[config.mk]
export PLATFORM = sky130hd
export DESIGN_NAME = sesm_store
export DESIGN_NICKNAME = d
export VERILOG_FILES = /design/src/design/sesm_pkg.sv /design/src/design/sesm_store.sv
export SDC_FILE = /design/constraint.sdc
export NUM_CORES = 2
export LEC_CHECK = 0
export CAP_MARGIN = 10
export CORE_ASPECT_RATIO = 0.8
export CORE_UTILIZATION = 40
export DETAILED_ROUTE_END_ITERATION = 6
export DONT_BUFFER_PORTS = 1
export GPL_TIMING_DRIVEN = 0
export SYNTH_ARGS = -nofsm -noshare
export SYNTH_HDL_FRONTEND = slang
export SYNTH_SLANG_ARGS = --single-unit
[constraint.sdc]
create_clock -name clk -period 20.8 [get_ports clk]
set_input_delay 4.16 -clock clk [delete_from_list [all_inputs] [get_ports clk]]
set_output_delay 4.16 -clock clk [all_outputs]
set_load 0.03 [all_outputs]
[src/design/sesm_pkg.sv]
package sesm_pkg;

  localparam int CAPACITY_DEF  = 64;
  localparam int FRAC_BITS_DEF = 16;
  localparam logic [31:0] VAL_MAX = 32'hFFFF_FFFF;

  typedef enum logic [1:0] {
    KIND_ADD      = 2'd0,
    KIND_COMPRESS = 2'd1,
    KIND_DIVIDE   = 2'd2,
    KIND_CLEAR    = 2'd3
  } kind_t;

  typedef enum logic [3:0] {
    ST_IDLE,
    ST_S_LOADI,
    ST_S_GETI,
    ST_S_SHIFT,
    ST_S_PLACE,
    ST_M_START,
    ST_M_FIRST,
    ST_M_RUN,
    ST_M_END,
    ST_R_READ,
    ST_R_LOAD,
    ST_R_HOLD,
    ST_D_READ,
    ST_D_LOAD,
    ST_D_RUN
  } state_t;

  typedef struct packed {
    logic [31:0] idx;
    logic [31:0] val;
  } entry_t;

  typedef struct packed {
    logic done;
    logic sat;
  } div_stat_t;

endpackage

[src/design/sesm_store.sv]
module sesm_store #(
  parameter int CAPACITY = sesm_pkg::CAPACITY_DEF,
  localparam int AW = $clog2(CAPACITY)
) (
  input  logic              clk,
  input  logic              wr_en,
  input  logic [AW-1:0]     wr_addr,
  input  sesm_pkg::entry_t  wr_data,
  input  logic [AW-1:0]     rd_addr,
  output sesm_pkg::entry_t  rd_data
);

  sesm_pkg::entry_t mem [CAPACITY];
  sesm_pkg::entry_t rd_data_r;

  always_ff @(posedge clk) begin
    if (wr_en) begin
      mem[wr_addr] <= wr_data;
    end
    rd_data_r <= mem[rd_addr];
  end

  assign rd_data = rd_data_r;

endmodule

==> qor.yml <==
synth_top_area_share_pct: 78.7
drc: 0
initial_core_util_pct: 40.4
fin_crit_ns: 7.92
fp.dieH_um: 561
gp_congestion: 0.826
cts_buffer_depth: 4
cap_viol_max_count: 0
p_per_area_nw_per_um2: 96.2
wire_per_inst_um: 34.5
start_kind: "primary input"
ys_seq_area_share_pct: 79.5
cts.clk_slew.worst_paths_ns: 0.06
drive_gt1_share_pct: 27.9
cp_top_family: "compound AO/OA/AOI/OAI gates"
hpwl_um: 293000
grt_setup_unrepaired: "false"
fin_setup_tns_ns: 0
syn_area_um2: 156000
slew_headroom_pct: 1.27
core_um2: 387000
drtAntennaViolNets: 0
cts-resized-gates: 0
total_power_mw: 17.3
wl_um: 439000
fin_area_um2: 180000
post_cts_buffers: 0
p_leak_nw: 55.7
hold_viol_final: 0
clk_latency_ns: 1.00
worst_slew_pin_slew_ns: 1.46
root_buffer: "clkbuf_16"
r2r_setup_slack_ns: 17.68
grt_pass1_vias: 75400
ir_drop_uv: 80.9
cp_num_buf_inv: 5
clock_sinks: 4160
outcome: "finished clean"
top_level_ports: 142
num_vias: 76100
grt_antenna_before_repair: 47
hp-class: "flip-flop to flip-flop"
synth_largest_area_cell: "edfxtp_1"
slew_viol_final: 0
synth_area_leaders: "edfxtp_1 (79%), mux4_2 (15%), mux2i_1 (0.86%)"
busiest_layer: "met2"
gr-usage-met1_pct: 31.9
ys_ff_latch: 4160
die_x_um: 701
first_iter_violations: 11000
nets: 7300
syn_inst: 6598
postPlaceCellArea_um2: 167000
layout_common_cells: "edfxtp_1 (4096), mux4_2 (1024), clkbuf_16 (415)"
arrival_ns: 8.67
holdWs_ns: 0.904
cp.required_ns: 21.55
syn_nets: 6676
portBuffers: 0
fin_skew_ns: 0.0393
final_common_cell: "edfxtp_1"
max_freq_mhz: 126
nFillCells: 31500
slowest_delay_ns: 1.11
crit_path_frequent_cell: "buf_2"
hold_buffers: 0
path_cells: "buf_2 -> buf_4 -> buf_2 -> buf_2 -> buf_4 -> mux2i_1 -> o22ai_1 -> a31oi_1 -> a211oi_1"
endpoint_kind: "flip-flop"
area_growth_pct: 15.4
grtUsageMet2_pct: 32.7
final-setup-viol-count: 0
synth_cell_types: 33
drtPass1Iterations: 6
grt_use_met3_pct: 6.60
overflow: 0
grt_max_degree: 65
viasPerCell: 5.98
grt_usage_pct: 22.0
dieArea_um2: 393000
cts_tree: "done"
htreeDepth: 5
slowest_stage: "a211oi_1"
path_max_fanout: 10
cts_made_buffers: 409
period_share_pct: 38.1
synth.yosys.warnings: 0
grt_first_pass_wirelength_um: 603000
row_count: 204
critical_path_class: "primary input to flip-flop"
syn_area_per_cell_um2: 23.7
## worst reg2reg max path, delay by kind of cell, from the launching register on
kind | cells | cell delay [ns]
flops | 1 | 0.32
mux | 2 | 0.38
compound gates | 3 | 2.19
## metal layers
layer / up-vias / wire length [um] / part of all wire, %
li1: 29800 / - / -
met1: 41400 / 178000 / 40
met2: 4274 / 196000 / 45
met3: 601 / 54100 / 12
met4: 18 / 11100 / 2.5
met5: - / 120 / 0.027
## cell type report
cell class	instances	area, um2	share of cell area, %
Sequential cell	4160	124000	68.9
Multi-Input combinational cell	2049	30700	17.0
Timing Repair Buffer	213	4110	2.28
Tap cell	5150	6440	3.57
Clock buffer	535	11000	6.11
Inverter	19	71.3	0.0395
Antenna cell	21	52.6	0.0291
Clock inverter	207	1900	1.05
Buffer	370	1780	0.988
## synthesized netlist by cell type, drive strengths merged
cell type / instances
edfxtp: 4096
nor3: 2
a211oi: 63
a22o: 88
and3: 64
nor2: 112
a31oi: 18
a31o: 1
o221ai: 38
nand3b: 2
nand4b: 1
clkbuf: 140
nand4: 2
a2bb2oi: 19
nand2: 58
buf: 230
or3: 29
nand2b: 11
nor2b: 28
a41oi: 26
o22ai: 83
inv: 19
or2: 28
or3b: 1
and2: 3
dfxtp: 64
mux2i: 135
a22oi: 168
mux4: 1024
nand3: 45
## path summary, 6_finish.rpt
path,start,end,depth (start not counted)
worst max-delay path,rd_addr[2],rd_data[6]$_DFF_P_,9
worst min-delay path,mem[53][32]$_DFFE_PP_,rd_data[32]$_DFF_P_,4
worst max register to register,mem[49][6]$_DFFE_PP_,rd_data[6]$_DFF_P_,5
worst min register to register,mem[53][32]$_DFFE_PP_,rd_data[32]$_DFF_P_,4
## stage by stage
stage	cells	setup slack [ns]	utilization (%)
2_1_floorplan	6598	11.20	-
3_3_place_gp	11700	4.53	42.0
3_5_place_dp	12000	12.10	43.2
4_1_cts	12700	13.13	46.5
5_1_grt	12700	13.12	46.6
6_report	12700	12.88	46.6
## logic make-up after synthesis
logic type	after synthesis	share of synthesized area [%]
mux	1159	15.6
flops	4160	79.5
simple gates	386	1.24
buf+inv	389	1.18
compound gates	504	2.48
## state kept, by name (all words and copies together), names as in the netlist
name and flops:
mem 4096, rd_data 64
## where the power goes
| part | internal, mW | switching (mW) |
|---|---|---|
| Sequential | 9.28 | 0.0600 |
| Combinational | 0.286 | 0.480 |
| Clock | 4.10 | 3.15 |
| Total | 13.7 | 3.69 |
No activity file was read; power rests on OpenSTA's default activity.
