File: src/design/sesm_pkg.sv
package sesm_pkg;

  localparam int CAPACITY_DEF  = 64;
  localparam int FRAC_BITS_DEF = 16;
  localparam logic [31:0] VAL_MAX = 32'hFFFF_FFFF;

  typedef enum logic [1:0] {
    KIND_ADD      = 2'd0,
    KIND_COMPRESS = 2'd1,
    KIND_DIVIDE   = 2'd2,
    KIND_CLEAR    = 2'd3
  } kind_t;

  typedef enum logic [3:0] {
    ST_IDLE,
    ST_S_LOADI,
    ST_S_GETI,
    ST_S_SHIFT,
    ST_S_PLACE,
    ST_M_START,
    ST_M_FIRST,
    ST_M_RUN,
    ST_M_END,
    ST_R_READ,
    ST_R_LOAD,
    ST_R_HOLD,
    ST_D_READ,
    ST_D_LOAD,
    ST_D_RUN
  } state_t;

  typedef struct packed {
    logic [31:0] idx;
    logic [31:0] val;
  } entry_t;

  typedef struct packed {
    logic done;
    logic sat;
  } div_stat_t;

endpackage

File: src/design/sesm_div.sv
module sesm_div #(
  parameter int FRAC_BITS = sesm_pkg::FRAC_BITS_DEF
) (
  input  logic                clk,
  input  logic                rst_n,
  input  logic                start,
  input  logic [31:0]         dividend,
  input  logic [31:0]         divisor,
  output logic [31:0]         quotient,
  output sesm_pkg::div_stat_t stat
);

  localparam int DW   = 32 + FRAC_BITS;
  localparam int CNTW = $clog2(DW + 1);

  logic            busy_r, busy_nxt;
  logic            done_r, done_nxt;
  logic [CNTW-1:0] cnt_r, cnt_nxt;
  logic [DW-1:0]   dvd_r, dvd_nxt;
  logic [31:0]     rem_r, rem_nxt;
  logic [31:0]     quo_r, quo_nxt;
  logic            hi_r, hi_nxt;
  logic [32:0]     trial;
  logic            ge;
  logic [32:0]     diff;

  always_comb begin
    trial    = {rem_r, dvd_r[DW-1]};
    ge       = trial >= {1'b0, divisor};
    diff     = trial - {1'b0, divisor};
    busy_nxt = busy_r;
    done_nxt = 1'b0;
    cnt_nxt  = cnt_r;
    dvd_nxt  = dvd_r;
    rem_nxt  = rem_r;
    quo_nxt  = quo_r;
    hi_nxt   = hi_r;
    if (start) begin
      busy_nxt = 1'b1;
      cnt_nxt  = '0;
      dvd_nxt  = DW'(dividend) << FRAC_BITS;
      rem_nxt  = '0;
      quo_nxt  = '0;
      hi_nxt   = 1'b0;
    end else if (busy_r) begin
      rem_nxt = ge ? diff[31:0] : trial[31:0];
      quo_nxt = {quo_r[30:0], ge};
      hi_nxt  = hi_r | quo_r[31];
      dvd_nxt = dvd_r << 1;
      cnt_nxt = cnt_r + CNTW'(1);
      if (cnt_r == CNTW'(DW - 1)) begin
        busy_nxt = 1'b0;
        done_nxt = 1'b1;
      end
    end
  end

  always_ff @(posedge clk) begin
    if (!rst_n) begin
      busy_r <= 1'b0;
      done_r <= 1'b0;
    end else begin
      busy_r <= busy_nxt;
      done_r <= done_nxt;
    end
    cnt_r <= cnt_nxt;
    dvd_r <= dvd_nxt;
    rem_r <= rem_nxt;
    quo_r <= quo_nxt;
    hi_r  <= hi_nxt;
  end

  assign quotient  = quo_r;
  assign stat.done = done_r;
  assign stat.sat  = hi_r;

endmodule

File: config.mk
export PLATFORM = sky130hd
export DESIGN_NAME = sesm_div
export DESIGN_NICKNAME = d
export VERILOG_FILES = /design/src/design/sesm_pkg.sv /design/src/design/sesm_div.sv
export SDC_FILE = /design/constraint.sdc
export NUM_CORES = 1
export LEC_CHECK = 0
export ABC_AREA = 1
export BUFFER_PORTS_ARGS = -buffer_cell sky130_fd_sc_hd__buf_2
export CORE_ASPECT_RATIO = 0.9
export CORE_MARGIN = 2
export CORE_UTILIZATION = 55
export DETAILED_ROUTE_END_ITERATION = 8
export GPL_TIMING_DRIVEN = 0
export PLACE_DENSITY_LB_ADDON = 0.1
export SETUP_SLACK_MARGIN = 0.05
export SLEW_MARGIN = 20
export SYNTH_ARGS = -nofsm -noshare
export SYNTH_HDL_FRONTEND = slang
export SYNTH_SLANG_ARGS = --single-unit
File: constraint.sdc
create_clock -name clk -period 3.06 [get_ports clk]
set_clock_uncertainty 0.2 [all_clocks]
set_input_delay 0.612 -clock clk [delete_from_list [all_inputs] [get_ports clk]]
set_output_delay 0.612 -clock clk [all_outputs]
set_load 0.05 [all_outputs]
==> impl_metrics.toml <==
[status]
status = "complete, no violations"

[layout]
multiInputGateArea_sq_um = 3593
fillers = 1189
final_common_cell = "nand2_1"
final_cell_mix = "nand2_1, inv_1, buf_2"
final_cells = 1329
fin_util = 0.6533
seqCellArea_sq_um = 2422
antennaDiodeCount = 0
syn_to_final_growth_pct = 15.38
fin_nets = 1265
drive_above_1_share = 0.1275

[clock_network]
cts_buffers = 9
clk_pin_slew_ns = 0.08
hold_buffers = 0
cts_buffer_depth = 2
clk_latency_ns = 0.36
htreeDepth = 3
clock-sinks = 105
cts_setup_buffers = 0
tritoncts = "built"
cts_root_buffer = "clkbuf_16"
cts_resized = 0

[die]
row_count = 38
io_pins = 101
die_x_um = 121.8
core_area_sq_um = 12120
initial_core_util = 0.5662
die_area_sq_um = 13390
die_h_um = 110.0

[drt]
routed_wl_um = 17180
drc = 0
via_per_inst = 5.033
avgRoutedWirePerCell_um = 12.93
ant_nets = 0
drtIter0Drc = 491
vias = 6689
firstDrtPassIters = 5

[global_route]
track_usage = 0.2668
grt_max_degree = 35
grt_antenna_before_repair = 0
overflow = 0
grt_pass1_wl_um = 28120
grt_pass1_vias = 6038

[synth]
synth_ff_type = "dfxtp_1"
synthArstFlopShare = 0
ys_ff_latch = 105
ys_warn_count = 0
netlist_area_sq_um = 6864
yosysSeqAreaShare = 0.3529
post_synth_inst_count = 1052
ys_types = 38
postSynthNetCount = 1153
synth_edf_count = 32
syn_avg_cell_area_sq_um = 6.525

[power_and_ir_drop]
power_density_nw_per_um2 = 390.6
p_sw_frac = 0.2612
p_comb_frac = 0.105
p_sw_mw = 0.8080
p_clk_frac = 0.408
leakagePower_nw = 4.345
power.internal_mw = 2.286
seqPwrFrac = 0.487
totalPowerFinal_mw = 3.094
ir_worst_vdd_mv = 0.3147

[timing]
hold_ws_ns = 0.2657
fin_crit_sh = 0.8234
post-route-min-period_ns = 2.519
finalMaxSlewViolations = 0
fmax_ghz = 0.3969
relSlewSlack = 0.5417
final-setup-viol-count = 0
tightest_slew_ns = 0.6849
hold_violations = 0
rsz0062_at_grt = "no"

[critical_path]
startpoint_type = "input port"
worst_path_most_repeated_cell = "nand2_1"
crit_type = "in2reg"
crit_slowest_cell = "ha_1"
crit_path_max_fanout = 10
critPathMaxStageDelay_ns = 0.34
worstSetupEndpointType = "flip-flop"
crit_arrival_ns = 2.58
r2r_slack_ns = 0.55
critPathRequiredTime_ns = 3.12
path_cells = "buf_2 > inv_1 > ha_1 > nand2_1 > inv_1 > a21oi_1 > nand3_1 > nand2_1 > nand2_2 > nand2_4 > buf_4 > nand3b_1 > nand3_1 > nand2_1"

[placed_design]
place_congestion = 0.9436
place_hpwl_um = 13520
io_buffers = 100
placedCellCount = 1313

[min_path]
hp-class = "reg2reg"

[flow_run]
drv_cap = 0
[flip-flops by register name, indices dropped and copies added, names as in the netlist]
| register | cells |
|---|---|
| busy_r | 1 |
| dvd_r | 32 |
| cnt_r | 6 |
| quotient | 32 |
| rem_r | 32 |
| done_r | 1 |
| hi_r | 1 |
[synthesized netlist by cell type (2+ instances only)]
| cell | count | area (sq um) |
|---|---|---|
| nor2_1 | 58 | 217.7 |
| o22ai_1 | 30 | 187.7 |
| edfxtp_1 | 32 | 960.9 |
| clkbuf_1 | 13 | 48.80 |
| a21oi_2 | 2 | 17.52 |
| nand2_2 | 3 | 18.77 |
| xnor2_1 | 13 | 113.9 |
| a21oi_1 | 24 | 120.1 |
| inv_1 | 180 | 675.7 |
| ha_1 | 33 | 412.9 |
| nor2_2 | 5 | 31.28 |
| nor3_1 | 9 | 45.04 |
| o21ai_0 | 7 | 35.03 |
| nand3b_1 | 21 | 157.7 |
| buf_2 | 3 | 15.01 |
| nand2_1 | 430 | 1614 |
| buf_4 | 4 | 30.03 |
| and2_1 | 2 | 12.51 |
| nor2_4 | 3 | 33.78 |
| nand3_1 | 71 | 355.3 |
| dfxtp_1 | 73 | 1461 |
| buf_1 | 4 | 15.01 |
| buf_6 | 5 | 56.30 |
| o21bai_1 | 6 | 45.04 |
| nand4_1 | 8 | 50.05 |
[cells by family (layout without fill, tap and decap cells)]
family	count (synthesis)	after routing	share of synthesized area
flops	105	105	0.3529
xor+xnor	14	14	0.01786
simple gates	616	616	0.3801
compound gates	72	72	0.06252
buf+inv	211	328	0.1236
fa+ha+maj	34	34	0.06307
[worst max-delay path: cells and delay by family]
family | cells | cell delay, ns
compound gates | 1 | 0.27
fa+ha+maj | 1 | 0.34
buf+inv | 4 | 0.37
simple gates | 8 | 0.98
[path summary, 6_finish.rpt]
kind,start,end,cells past startpoint
worst max-delay path,divisor[8],rem_r[12],14
worst min-delay path,rem_r[31],rem_r[31],2
worst max register to register,dvd_r[47],rem_r[18],15
worst min register to register,rem_r[31],rem_r[31],2
[stage by stage]
| stage | setup slack, ns | instance area (sq um) | TNS, ns |
|---|---|---|---|
| 6_report | 0.5405 | 7920 | 0 |
| 4_1_cts | 0.5414 | 7920 | 0 |
| 3_3_place_gp | -0.1965 | 7565 | -7.279 |
| 3_5_place_dp | 0.1620 | 7586 | 0 |
| 5_1_grt | 0.3034 | 7920 | 0 |
| 2_1_floorplan | 0.5228 | 6864 | 0 |
[power by group through the flow]
stage / Combinational [mW] / Clock, mW / Sequential (mW)
5_1_grt: 0.367 / 1.34 / 1.51
4_1_cts: 0.324 / 1.28 / 1.51
3_5_place_dp: 0.322 / 0 / 1.54
3_3_place_gp: 0.314 / 0 / 1.54
6_report: 0.323 / 1.26 / 1.51
2_1_floorplan: 0.214 / 0 / 1.53
[final cells by class]
class	count	share of cell area
sequential	105	0.3058
inverter	182	0.08626
tap	160	0.02528
clock inverter	5	0.007425
multi-input combinational	736	0.4537
clock buffer	11	0.03476
timing repair buffer	101	0.06572
buffer	29	0.02101
[layer usage]
metal / GRT usage / wire, um / vias to the layer above
met1: 0.3936 / 8665 / 2977
met5: 0 / 0 / -
met3: 0.05761 / 1197 / 17
li1: - / - / 3507
met2: 0.3986 / 7099 / 188
met4: 0.06404 / 218 / 0
Power figures use the tool's default switching activity.
